--- src/sv/lud_pkg.sv ---
// shared types, widths and lead-byte helpers for the lenient utf-8 decoder
package lud_pkg;

  localparam int unsigned CpW    = 21;
  localparam int unsigned CntW   = 3;
  localparam int unsigned MaxRes = 4;

  // class flags of one code point
  typedef struct packed {
    logic white;
    logic newline;
    logic punct;
    logic alpha;
    logic cjk;
  } cls_t;

  // continuation bytes that a lead byte asks for, zero if it is no lead
  function automatic logic [1:0] lead_need(input logic [7:0] b);
    logic [1:0] n;
    n = 2'd0;
    if (b[7:5] == 3'b110) n = 2'd1;
    else if (b[7:4] == 4'b1110) n = 2'd2;
    else if (b[7:3] == 5'b11110) n = 2'd3;
    return n;
  endfunction

  // payload bits of a lead byte, by sequence length
  function automatic logic [7:0] lead_mask(input logic [1:0] need);
    logic [7:0] m;
    case (need)
      2'd1:    m = 8'h1F;
      2'd2:    m = 8'h0F;
      2'd3:    m = 8'h07;
      default: m = 8'h00;
    endcase
    return m;
  endfunction

endpackage

--- src/sv/lud_byte_if.sv ---
// byte channel: one raw byte and its end-of-segment flag per transaction
interface lud_byte_if;
  logic       valid;
  logic       ready;
  logic [7:0] byte_in;
  logic       last_byte;

  modport source (output valid, output byte_in, output last_byte, input ready);
  modport sink   (input valid, input byte_in, input last_byte, output ready);
endinterface

--- src/sv/lud_cp_if.sv ---
// code point channel: one classified code point per transaction
interface lud_cp_if;
  logic        valid;
  logic        ready;
  logic [20:0] code_point;
  logic [2:0]  byte_count;
  logic        is_white;
  logic        is_newline;
  logic        is_ascii_punct;
  logic        is_ascii_alpha;
  logic        is_cjk;
  logic        segment_end;
  logic        run_last;

  modport source (
    output valid, output code_point, output byte_count, output is_white,
    output is_newline, output is_ascii_punct, output is_ascii_alpha,
    output is_cjk, output segment_end, output run_last, input ready
  );
  modport sink (
    input valid, input code_point, input byte_count, input is_white,
    input is_newline, input is_ascii_punct, input is_ascii_alpha,
    input is_cjk, input segment_end, input run_last, output ready
  );
endinterface

--- src/sv/lenient_utf8_decoder_classifier.sv ---
// lenient utf-8 decoder with code point classification
//
// in_i takes one byte per transaction with last_byte marking the end of a
// segment; out_o gives classified code points, each with its byte count.
// Each byte is decoded in one pass into a list of zero to four results,
// which goes to a small result queue; a result shows on out_o the cycle
// after its byte is taken. A byte that opens or extends a sequence gives
// no result, a completing byte gives one, and a broken sequence replays
// its lead and held continuations as single bytes before the current one.
// Throughput is one byte per cycle while out_o is ready and each byte
// gives at most one result; more results hold off the next byte, as the
// queue drains at most one result per cycle. in_i.ready is high while the
// queue is empty or its last result is being taken, so a stall on out_o
// holds off the byte side only once the final queued result is stuck.
// Reset empties the queue and closes any open sequence.
module lenient_utf8_decoder_classifier import lud_pkg::*; (
  input  logic       clk_i,
  input  logic       rst_ni,
  lud_byte_if.sink   in_i,
  lud_cp_if.source   out_o
);

  // decoder state
  logic [7:0]     lead_q, lead_d;
  logic [7:0]     conts_q [2];
  logic [7:0]     conts_d [2];
  logic [1:0]     need_q, need_d;
  logic [1:0]     held_q, held_d;
  logic [CpW-1:0] partial_q, partial_d;

  // result queue
  logic [CpW-1:0]  q_cp_q  [MaxRes];
  logic [CntW-1:0] q_cnt_q [MaxRes];
  logic [2:0]      q_n_q;
  logic [1:0]      q_rd_q;
  logic            q_seg_q;

  logic [7:0]      b;
  logic            last;
  logic [1:0]      b_need;
  logic            is_cont;
  logic            replay, emit_b, open_b, done;
  logic [2:0]      rep_n, n_new;
  logic [CpW-1:0]  ent_cp  [MaxRes];
  logic [CntW-1:0] ent_cnt [MaxRes];
  logic            in_fire, out_fire;
  logic [CpW-1:0]  cur_cp;
  cls_t            cur_cls;

  assign b       = in_i.byte_in;
  assign last    = in_i.last_byte;
  assign b_need  = lead_need(b);
  assign is_cont = (b[7:6] == 2'b10);

  // next state and what this byte emits
  always_comb begin
    lead_d    = lead_q;
    conts_d   = conts_q;
    need_d    = need_q;
    held_d    = held_q;
    partial_d = partial_q;
    replay    = 1'b0;
    emit_b    = 1'b0;
    open_b    = 1'b0;
    done      = 1'b0;
    if (need_q == 2'd0) begin
      if (b_need == 2'd0 || last) emit_b = 1'b1;
      else open_b = 1'b1;
    end else if (is_cont) begin
      if ({1'b0, held_q} + 3'd1 >= {1'b0, need_q}) begin
        done = 1'b1;
      end else if (last) begin
        replay = 1'b1;
        emit_b = 1'b1;
      end else begin
        partial_d           = {partial_q[CpW-7:0], b[5:0]};
        conts_d[held_q[0]]  = b;
        held_d              = held_q + 2'd1;
      end
    end else begin
      replay = 1'b1;
      if (b_need == 2'd0 || last) emit_b = 1'b1;
      else open_b = 1'b1;
    end
    if (replay || done) begin
      lead_d    = '0;
      need_d    = '0;
      held_d    = '0;
      partial_d = '0;
    end
    if (open_b) begin
      lead_d    = b;
      need_d    = b_need;
      held_d    = '0;
      partial_d = {{(CpW-8){1'b0}}, b & lead_mask(b_need)};
    end
  end

  // result list: replayed bytes first, then the current byte; or one completed code point
  always_comb begin
    rep_n      = replay ? ({1'b0, held_q} + 3'd1) : 3'd0;
    ent_cp[0]  = {{(CpW-8){1'b0}}, lead_q};
    ent_cp[1]  = {{(CpW-8){1'b0}}, conts_q[0]};
    ent_cp[2]  = {{(CpW-8){1'b0}}, conts_q[1]};
    ent_cp[3]  = {{(CpW-8){1'b0}}, b};
    for (int i = 0; i < MaxRes; i++) ent_cnt[i] = CntW'(1);
    if (emit_b) ent_cp[rep_n[1:0]] = {{(CpW-8){1'b0}}, b};
    if (done) begin
      ent_cp[0]  = {partial_q[CpW-7:0], b[5:0]};
      ent_cnt[0] = {1'b0, need_q} + 3'd1;
    end
    n_new = rep_n + {2'b00, emit_b} + {2'b00, done};
  end

  assign in_i.ready = (q_n_q == 3'd0) || (q_n_q == 3'd1 && out_o.ready);
  assign in_fire    = in_i.valid && in_i.ready;
  assign out_fire   = out_o.valid && out_o.ready;

  // decoder state registers
  always_ff @(posedge clk_i or negedge rst_ni) begin
    if (!rst_ni) begin
      lead_q    <= '0;
      need_q    <= '0;
      held_q    <= '0;
      partial_q <= '0;
    end else if (in_fire) begin
      lead_q    <= lead_d;
      need_q    <= need_d;
      held_q    <= held_d;
      partial_q <= partial_d;
    end
  end

  // held continuation bytes
  always_ff @(posedge clk_i) begin
    if (in_fire) conts_q <= conts_d;
  end

  // queue control
  always_ff @(posedge clk_i or negedge rst_ni) begin
    if (!rst_ni) begin
      q_n_q  <= '0;
      q_rd_q <= '0;
    end else if (in_fire) begin
      q_n_q  <= n_new;
      q_rd_q <= '0;
    end else if (out_fire) begin
      q_n_q  <= q_n_q - 3'd1;
      q_rd_q <= q_rd_q + 2'd1;
    end
  end

  // queue payload
  always_ff @(posedge clk_i) begin
    if (in_fire) begin
      q_cp_q  <= ent_cp;
      q_cnt_q <= ent_cnt;
      q_seg_q <= last;
    end
  end

  // output transaction
  assign cur_cp = q_cp_q[q_rd_q];

  lud_classify u_classify (
    .cp_i  (cur_cp),
    .cls_o (cur_cls)
  );

  assign out_o.valid          = (q_n_q != 3'd0);
  assign out_o.code_point     = cur_cp;
  assign out_o.byte_count     = q_cnt_q[q_rd_q];
  assign out_o.is_white       = cur_cls.white;
  assign out_o.is_newline     = cur_cls.newline;
  assign out_o.is_ascii_punct = cur_cls.punct;
  assign out_o.is_ascii_alpha = cur_cls.alpha;
  assign out_o.is_cjk         = cur_cls.cjk;
  assign out_o.run_last       = (q_n_q == 3'd1);
  assign out_o.segment_end    = (q_n_q == 3'd1) && q_seg_q;

  // an open sequence never holds all its continuations
  a_held_below_need: assert property (@(posedge clk_i) disable iff (!rst_ni)
    need_q != 2'd0 |-> held_q < need_q)
    else $error("held continuations reached sequence length");

  // a closed sequence carries no partial state
  a_closed_clean: assert property (@(posedge clk_i) disable iff (!rst_ni)
    need_q == 2'd0 |-> held_q == 2'd0 && partial_q == '0 && lead_q == '0)
    else $error("closed sequence left partial state");

  // queue never reads past its four entries
  a_queue_bound: assert property (@(posedge clk_i) disable iff (!rst_ni)
    ({1'b0, q_rd_q} + q_n_q) <= 3'd4)
    else $error("result queue overrun");

  // a decoded multi-byte code point is the only result of its byte
  a_multi_sole: assert property (@(posedge clk_i) disable iff (!rst_ni)
    out_o.valid && out_o.byte_count != 3'd1 |-> q_n_q == 3'd1 && q_rd_q == 2'd0)
    else $error("multi-byte code point shares its byte with other results");

  // a stalled last result keeps the byte side waiting
  a_stall_blocks: assert property (@(posedge clk_i) disable iff (!rst_ni)
    out_o.valid && !out_o.ready |-> !in_i.ready)
    else $error("byte taken while a result is stalled");

endmodule

--- src/sv/lud_classify.sv ---
// character class flags of one code point
module lud_classify import lud_pkg::*; (
  input  logic [CpW-1:0] cp_i,
  output cls_t           cls_o
);

  always_comb begin
    cls_o.white   = cp_i inside {[21'h09:21'h0D], 21'h20, 21'h85, 21'hA0, 21'h1680,
                                 [21'h2000:21'h200A], 21'h2028, 21'h2029, 21'h202F,
                                 21'h205F, 21'h3000};
    cls_o.newline = cp_i inside {21'h0A, 21'h0D};
    cls_o.punct   = cp_i inside {[21'h21:21'h2F], [21'h3A:21'h40], [21'h5B:21'h60],
                                 [21'h7B:21'h7E]};
    cls_o.alpha   = cp_i inside {[21'h41:21'h5A], [21'h61:21'h7A]};
    cls_o.cjk     = cp_i inside {[21'h4E00:21'h9FA5], [21'h3040:21'h30FF]};
  end

endmodule
--- src/flat_wrapper.sv ---
// flat-port wrapper written by rule: the top's interface ports become plain ports
module lenient_utf8_decoder_classifier_flat import lud_pkg::*;
  (clk_i, rst_ni, in_i_valid, in_i_byte_in, in_i_last_byte, in_i_ready, out_o_valid, out_o_code_point, out_o_byte_count, out_o_is_white, out_o_is_newline, out_o_is_ascii_punct, out_o_is_ascii_alpha, out_o_is_cjk, out_o_segment_end, out_o_run_last, out_o_ready);
  lud_byte_if in_i_i ();
  lud_cp_if out_o_i ();
  input  logic clk_i;
  input  logic rst_ni;
  input wire logic [$bits(in_i_i.valid)-1:0] in_i_valid;
  input wire logic [$bits(in_i_i.byte_in)-1:0] in_i_byte_in;
  input wire logic [$bits(in_i_i.last_byte)-1:0] in_i_last_byte;
  output wire logic [$bits(in_i_i.ready)-1:0] in_i_ready;
  output wire logic [$bits(out_o_i.valid)-1:0] out_o_valid;
  output wire logic [$bits(out_o_i.code_point)-1:0] out_o_code_point;
  output wire logic [$bits(out_o_i.byte_count)-1:0] out_o_byte_count;
  output wire logic [$bits(out_o_i.is_white)-1:0] out_o_is_white;
  output wire logic [$bits(out_o_i.is_newline)-1:0] out_o_is_newline;
  output wire logic [$bits(out_o_i.is_ascii_punct)-1:0] out_o_is_ascii_punct;
  output wire logic [$bits(out_o_i.is_ascii_alpha)-1:0] out_o_is_ascii_alpha;
  output wire logic [$bits(out_o_i.is_cjk)-1:0] out_o_is_cjk;
  output wire logic [$bits(out_o_i.segment_end)-1:0] out_o_segment_end;
  output wire logic [$bits(out_o_i.run_last)-1:0] out_o_run_last;
  input wire logic [$bits(out_o_i.ready)-1:0] out_o_ready;
  assign in_i_i.valid = in_i_valid;
  assign in_i_i.byte_in = in_i_byte_in;
  assign in_i_i.last_byte = in_i_last_byte;
  assign in_i_ready = in_i_i.ready;
  assign out_o_valid = out_o_i.valid;
  assign out_o_code_point = out_o_i.code_point;
  assign out_o_byte_count = out_o_i.byte_count;
  assign out_o_is_white = out_o_i.is_white;
  assign out_o_is_newline = out_o_i.is_newline;
  assign out_o_is_ascii_punct = out_o_i.is_ascii_punct;
  assign out_o_is_ascii_alpha = out_o_i.is_ascii_alpha;
  assign out_o_is_cjk = out_o_i.is_cjk;
  assign out_o_segment_end = out_o_i.segment_end;
  assign out_o_run_last = out_o_i.run_last;
  assign out_o_i.ready = out_o_ready;
  lenient_utf8_decoder_classifier u_core (.clk_i(clk_i), .rst_ni(rst_ni), .in_i(in_i_i), .out_o(out_o_i));
endmodule
--- config.mk ---
export PLATFORM = sky130hd
export DESIGN_NAME = lenient_utf8_decoder_classifier_flat
export DESIGN_NICKNAME = d
export VERILOG_FILES = /design/src/sv/lud_pkg.sv /design/src/sv/lud_byte_if.sv /design/src/sv/lud_cp_if.sv /design/src/sv/lenient_utf8_decoder_classifier.sv /design/src/sv/lud_classify.sv /design/src/flat_wrapper.sv
export SDC_FILE = /design/constraint.sdc
export NUM_CORES = 1
export LEC_CHECK = 0
export BUFFER_PORTS_ARGS = -buffer_cell sky130_fd_sc_hd__clkbuf_2
export CAP_MARGIN = 20
export CORE_AREA = 4 4 104 106
export CTS_CLUSTER_DIAMETER = 40
export DETAILED_ROUTE_END_ITERATION = 6
export DIE_AREA = 0 0 108 110
export GPL_TIMING_DRIVEN = 0
export PLACE_DENSITY = 0.8
export SLEW_MARGIN = 30
export SYNTH_ARGS = -nofsm -noshare
export SYNTH_HDL_FRONTEND = slang
export SYNTH_SLANG_ARGS = --single-unit
export TNS_END_PERCENT = 100
--- constraint.sdc ---
create_clock -name clk_i -period 6.61 [get_ports clk_i]
set_clock_uncertainty 0.15 [all_clocks]
set_input_delay 0.9915 -clock clk_i [delete_from_list [all_inputs] [get_ports clk_i]]
set_output_delay 0.9915 -clock clk_i [all_outputs]
set_load 0.005 [all_outputs]
==> reports/metrics.yaml <==
run_status:
  status: "finished clean"
timing:
  finalSetupViolations: 0
  timing_hold_violations_final: 0
  tns_ps: 0
  slew-limit-headroom_pct: 42.4
  post-route-period-util_pct: 63.0
  rsz0062_at_grt: "false"
  min_period_ps: 4170
  worst_slew_pin_slew_ps: 857
  timing.hold.ws_ps: 337
  fmaxAchievable_ghz: 0.240
  drv_slew: 0
clock_tree:
  numCtsBuffers: 9
  post_cts_resized: 0
  cts_max_path_buffers: 2
  cts_num_sinks: 97
  cts.clk_slew.worst_paths_ps: 90
  cts_tree: "built"
  cts_max_level: 3
  hold_buffers: 0
  clk_latency_ps: 360
  cts_root_buf: "clkbuf_8"
  cts_setup_buffers: 0
grt:
  grt.overflow.total: 0
  grt_pass1_vias: 3418
  track_usage_pct: 18.4
  antenna_found_initial: 0
  grt_pass1_wl_um: 16800
  grt_max_degree: 42
worst_setup_path:
  crit_family: "buffers and inverters"
  crit_fanout: 10
  cp-start-kind: "register"
  path_common_cell: "buf_6"
  crit_chain: "buf_6 -> buf_6 -> mux4_2 -> buf_2 -> nor4_1 -> o21ai_0 -> a31oi_1 -> clkbuf_2"
  path_class: "register to output pin"
  cp_num_buf_inv: 4
  critical_path.max_stage_delay_ps: 590
  cp_slowest_cell: "mux4_2"
  cp_data_arrival_time_ps: 3020
  cp-end-kind: "output pin"
  required_ps: 5470
synthesis:
  syn-num-nets: 425
  ys.flop_type: "edfxtp_1"
  yosysTopAreaCell: "edfxtp_1"
  synth_cells: 401
  syn_area_per_cell_sq_um: 12.2
  yosys_register_bits: 97
  synthTopCellsByCount: "edfxtp_1 (65), nand2_1 (37), dfrtp_1 (32)"
  ys_top_cells_by_area: "edfxtp_1 (40%), dfrtp_1 (16%), mux2_2 (5.1%)"
  synth_area_sq_um: 4890
  yosysMostFrequentCell: "edfxtp_1"
  synth_edf_count: 65
  synth.yosys.seq_area_share_pct: 56.3
  synth_top_area_share_pct: 39.9
  ys_types: 60
  yosys_warnings: 0
  ys_async_sr_fraction_pct: 33.0
power_and_ir_drop:
  power.internal_mw: 1.38
  power.switching_mw: 0.779
  combPwrFrac_pct: 40.4
  switching_share_pct: 36.1
  ir_drop_mv: 0.214
  power_frac_seq_pct: 39.7
  p_per_area_nw_per_um2: 390
  clkPwrFrac_pct: 19.9
  p_leak_nw: 2.19
finish:
  post-route-util_pct: 56.6
  nets: 482
  multi_input_area_sq_um: 1960
  instances_no_fill: 596
  drive_gt1_share_pct: 22.7
  fin_area_sq_um: 5530
  area_growth_pct: 13.2
  num-fill-cells: 812
  register_area_sq_um: 2750
  antennaDiodeCount: 0
min_path:
  min_path_type: "register to register"
placement:
  gp_congestion: 0.898
  place_area_sq_um: 5300
  io_buffers: 45
  hpwl_um: 7360
  dp_cells: 580
die:
  core_sq_um: 9770
  rows: 36
  die-area_sq_um: 11900
  initial_core_util_pct: 50.0
  die_width_um: 108
  die_h_um: 110
  io_pins: 46
drt:
  wl_um: 10300
  wl_per_cell_um: 17.4
  vias: 3412
  drc: 0
  viasPerCell: 5.72
  firstDrtPassIters: 4
  ant_nets: 0
  drt_iter0_drc: 286
job:
  maxCapViolations: 0
-- path summary, 6_finish.rpt --
| kind | depth (start not counted) | from | endpoint | slack (ps) |
|---|---|---|---|---|
| hold reg to reg | 2 | u_core.lead_q[1] | u_core.lead_q[1] | 340 |
| setup reg to reg | 7 | u_core.held_q[0] | u_core.q_cp_q[66] | 3090 |
| min in group asynchronous | 1 | rst_ni | u_core.lead_q[7] | 560 |
| setup / recovery | 8 | u_core.q_rd_q[0] | out_o_is_ascii_punct | 2440 |
| max in group asynchronous | 1 | rst_ni | u_core.lead_q[2] | 5230 |
| hold / removal | 2 | u_core.lead_q[1] | u_core.lead_q[1] | 340 |
-- power groups by stage --
stage | Sequential (mW) | Clock, mW | Combinational [mW]
after floorplan | 0.847 | 0 | 0.605
after global placement | 0.868 | 0 | 0.830
after detailed placement | 0.868 | 0 | 0.870
after CTS | 0.855 | 0.437 | 0.874
after global routing | 0.867 | 0.459 | 0.974
final | 0.855 | 0.429 | 0.872
-- kinds of logic (layout without fill, tap and decap cells) --
group / count (synthesis) / count (layout) / share of synthesized area, %
adder cells (fa/ha/maj): 11 / 11 / 3.12
flip-flops: 97 / 97 / 56.3
XOR/XNOR: 2 / 2 / 0.359
multiplexers: 33 / 33 / 9.37
AND/OR/NAND/NOR: 144 / 144 / 16.1
buffers and inverters: 36 / 98 / 3.48
AO/OA/AOI/OAI: 78 / 78 / 11.3
-- metrics by stage --
stage / power, mW / setup WS (ps)
2_1_floorplan: 1.45 / 2520
3_3_place_gp: 1.70 / 1360
3_5_place_dp: 1.74 / 2690
4_1_cts: 2.17 / 2480
5_1_grt: 2.30 / 2290
6_report: 2.16 / 2440
-- worst reg2reg max path: stages, from the launching register on --
cell	delay [ps]
dfrtp_1	470
inv_1	150
fa_1	530
o31ai_1	760
a211oi_1	190
o21bai_1	310
o21ai_1	340
mux2_2	380
-- placed cells by master, fill, tap and decap left out, types with 5 or more instances in the layout --
| master | count |
|---|---|
| a22o_1 | 17 |
| a211oi_1 | 5 |
| dfrtp_1 | 32 |
| mux4_2 | 8 |
| inv_1 | 13 |
| mux2_2 | 22 |
| o21ai_0 | 19 |
| nor2_1 | 18 |
| nor3_1 | 6 |
| nor2b_1 | 8 |
| edfxtp_1 | 65 |
| nor3b_1 | 7 |
| ha_1 | 9 |
| a21oi_1 | 11 |
| clkbuf_8 | 10 |
| and2_1 | 19 |
| and3_1 | 18 |
| clkbuf_2 | 45 |
| nand3_1 | 5 |
| or3_1 | 5 |
| clkbuf_1 | 14 |
| nand2_1 | 37 |
-- layer usage --
metal	part of all wire (%)	wire [um]	GRT usage (%)	vias up
li1	-	-	-	1625
met1	43	4430	23.1	1655
met2	50	5170	32.0	115
met3	5.6	580	3.32	17
met4	1.6	161	6.85	0
met5	0	0	0	-
-- layout make-up --
cell class                 count  share of cell area (%)
clock buffer                  11                    2.94
tap                          133                    3.01
buffer                        23                    2.26
multi-input combinational    268                    35.5
clock inverter                 5                    1.18
sequential                    97                    49.8
inverter                      13                   0.883
timing repair buffer          46                    4.44
-- registers in the layout (all words and copies together) (netlist names) --
name and cells:
u_core.conts_q 16, u_core.held_q 2, u_core.lead_q 8, u_core.need_q 2
u_core.partial_q 15, u_core.q_cnt_q 3, u_core.q_cp_q 45, u_core.q_n_q 3
u_core.q_rd_q 2, u_core.q_seg_q 1
No activity file was read; power rests on OpenSTA's default activity.
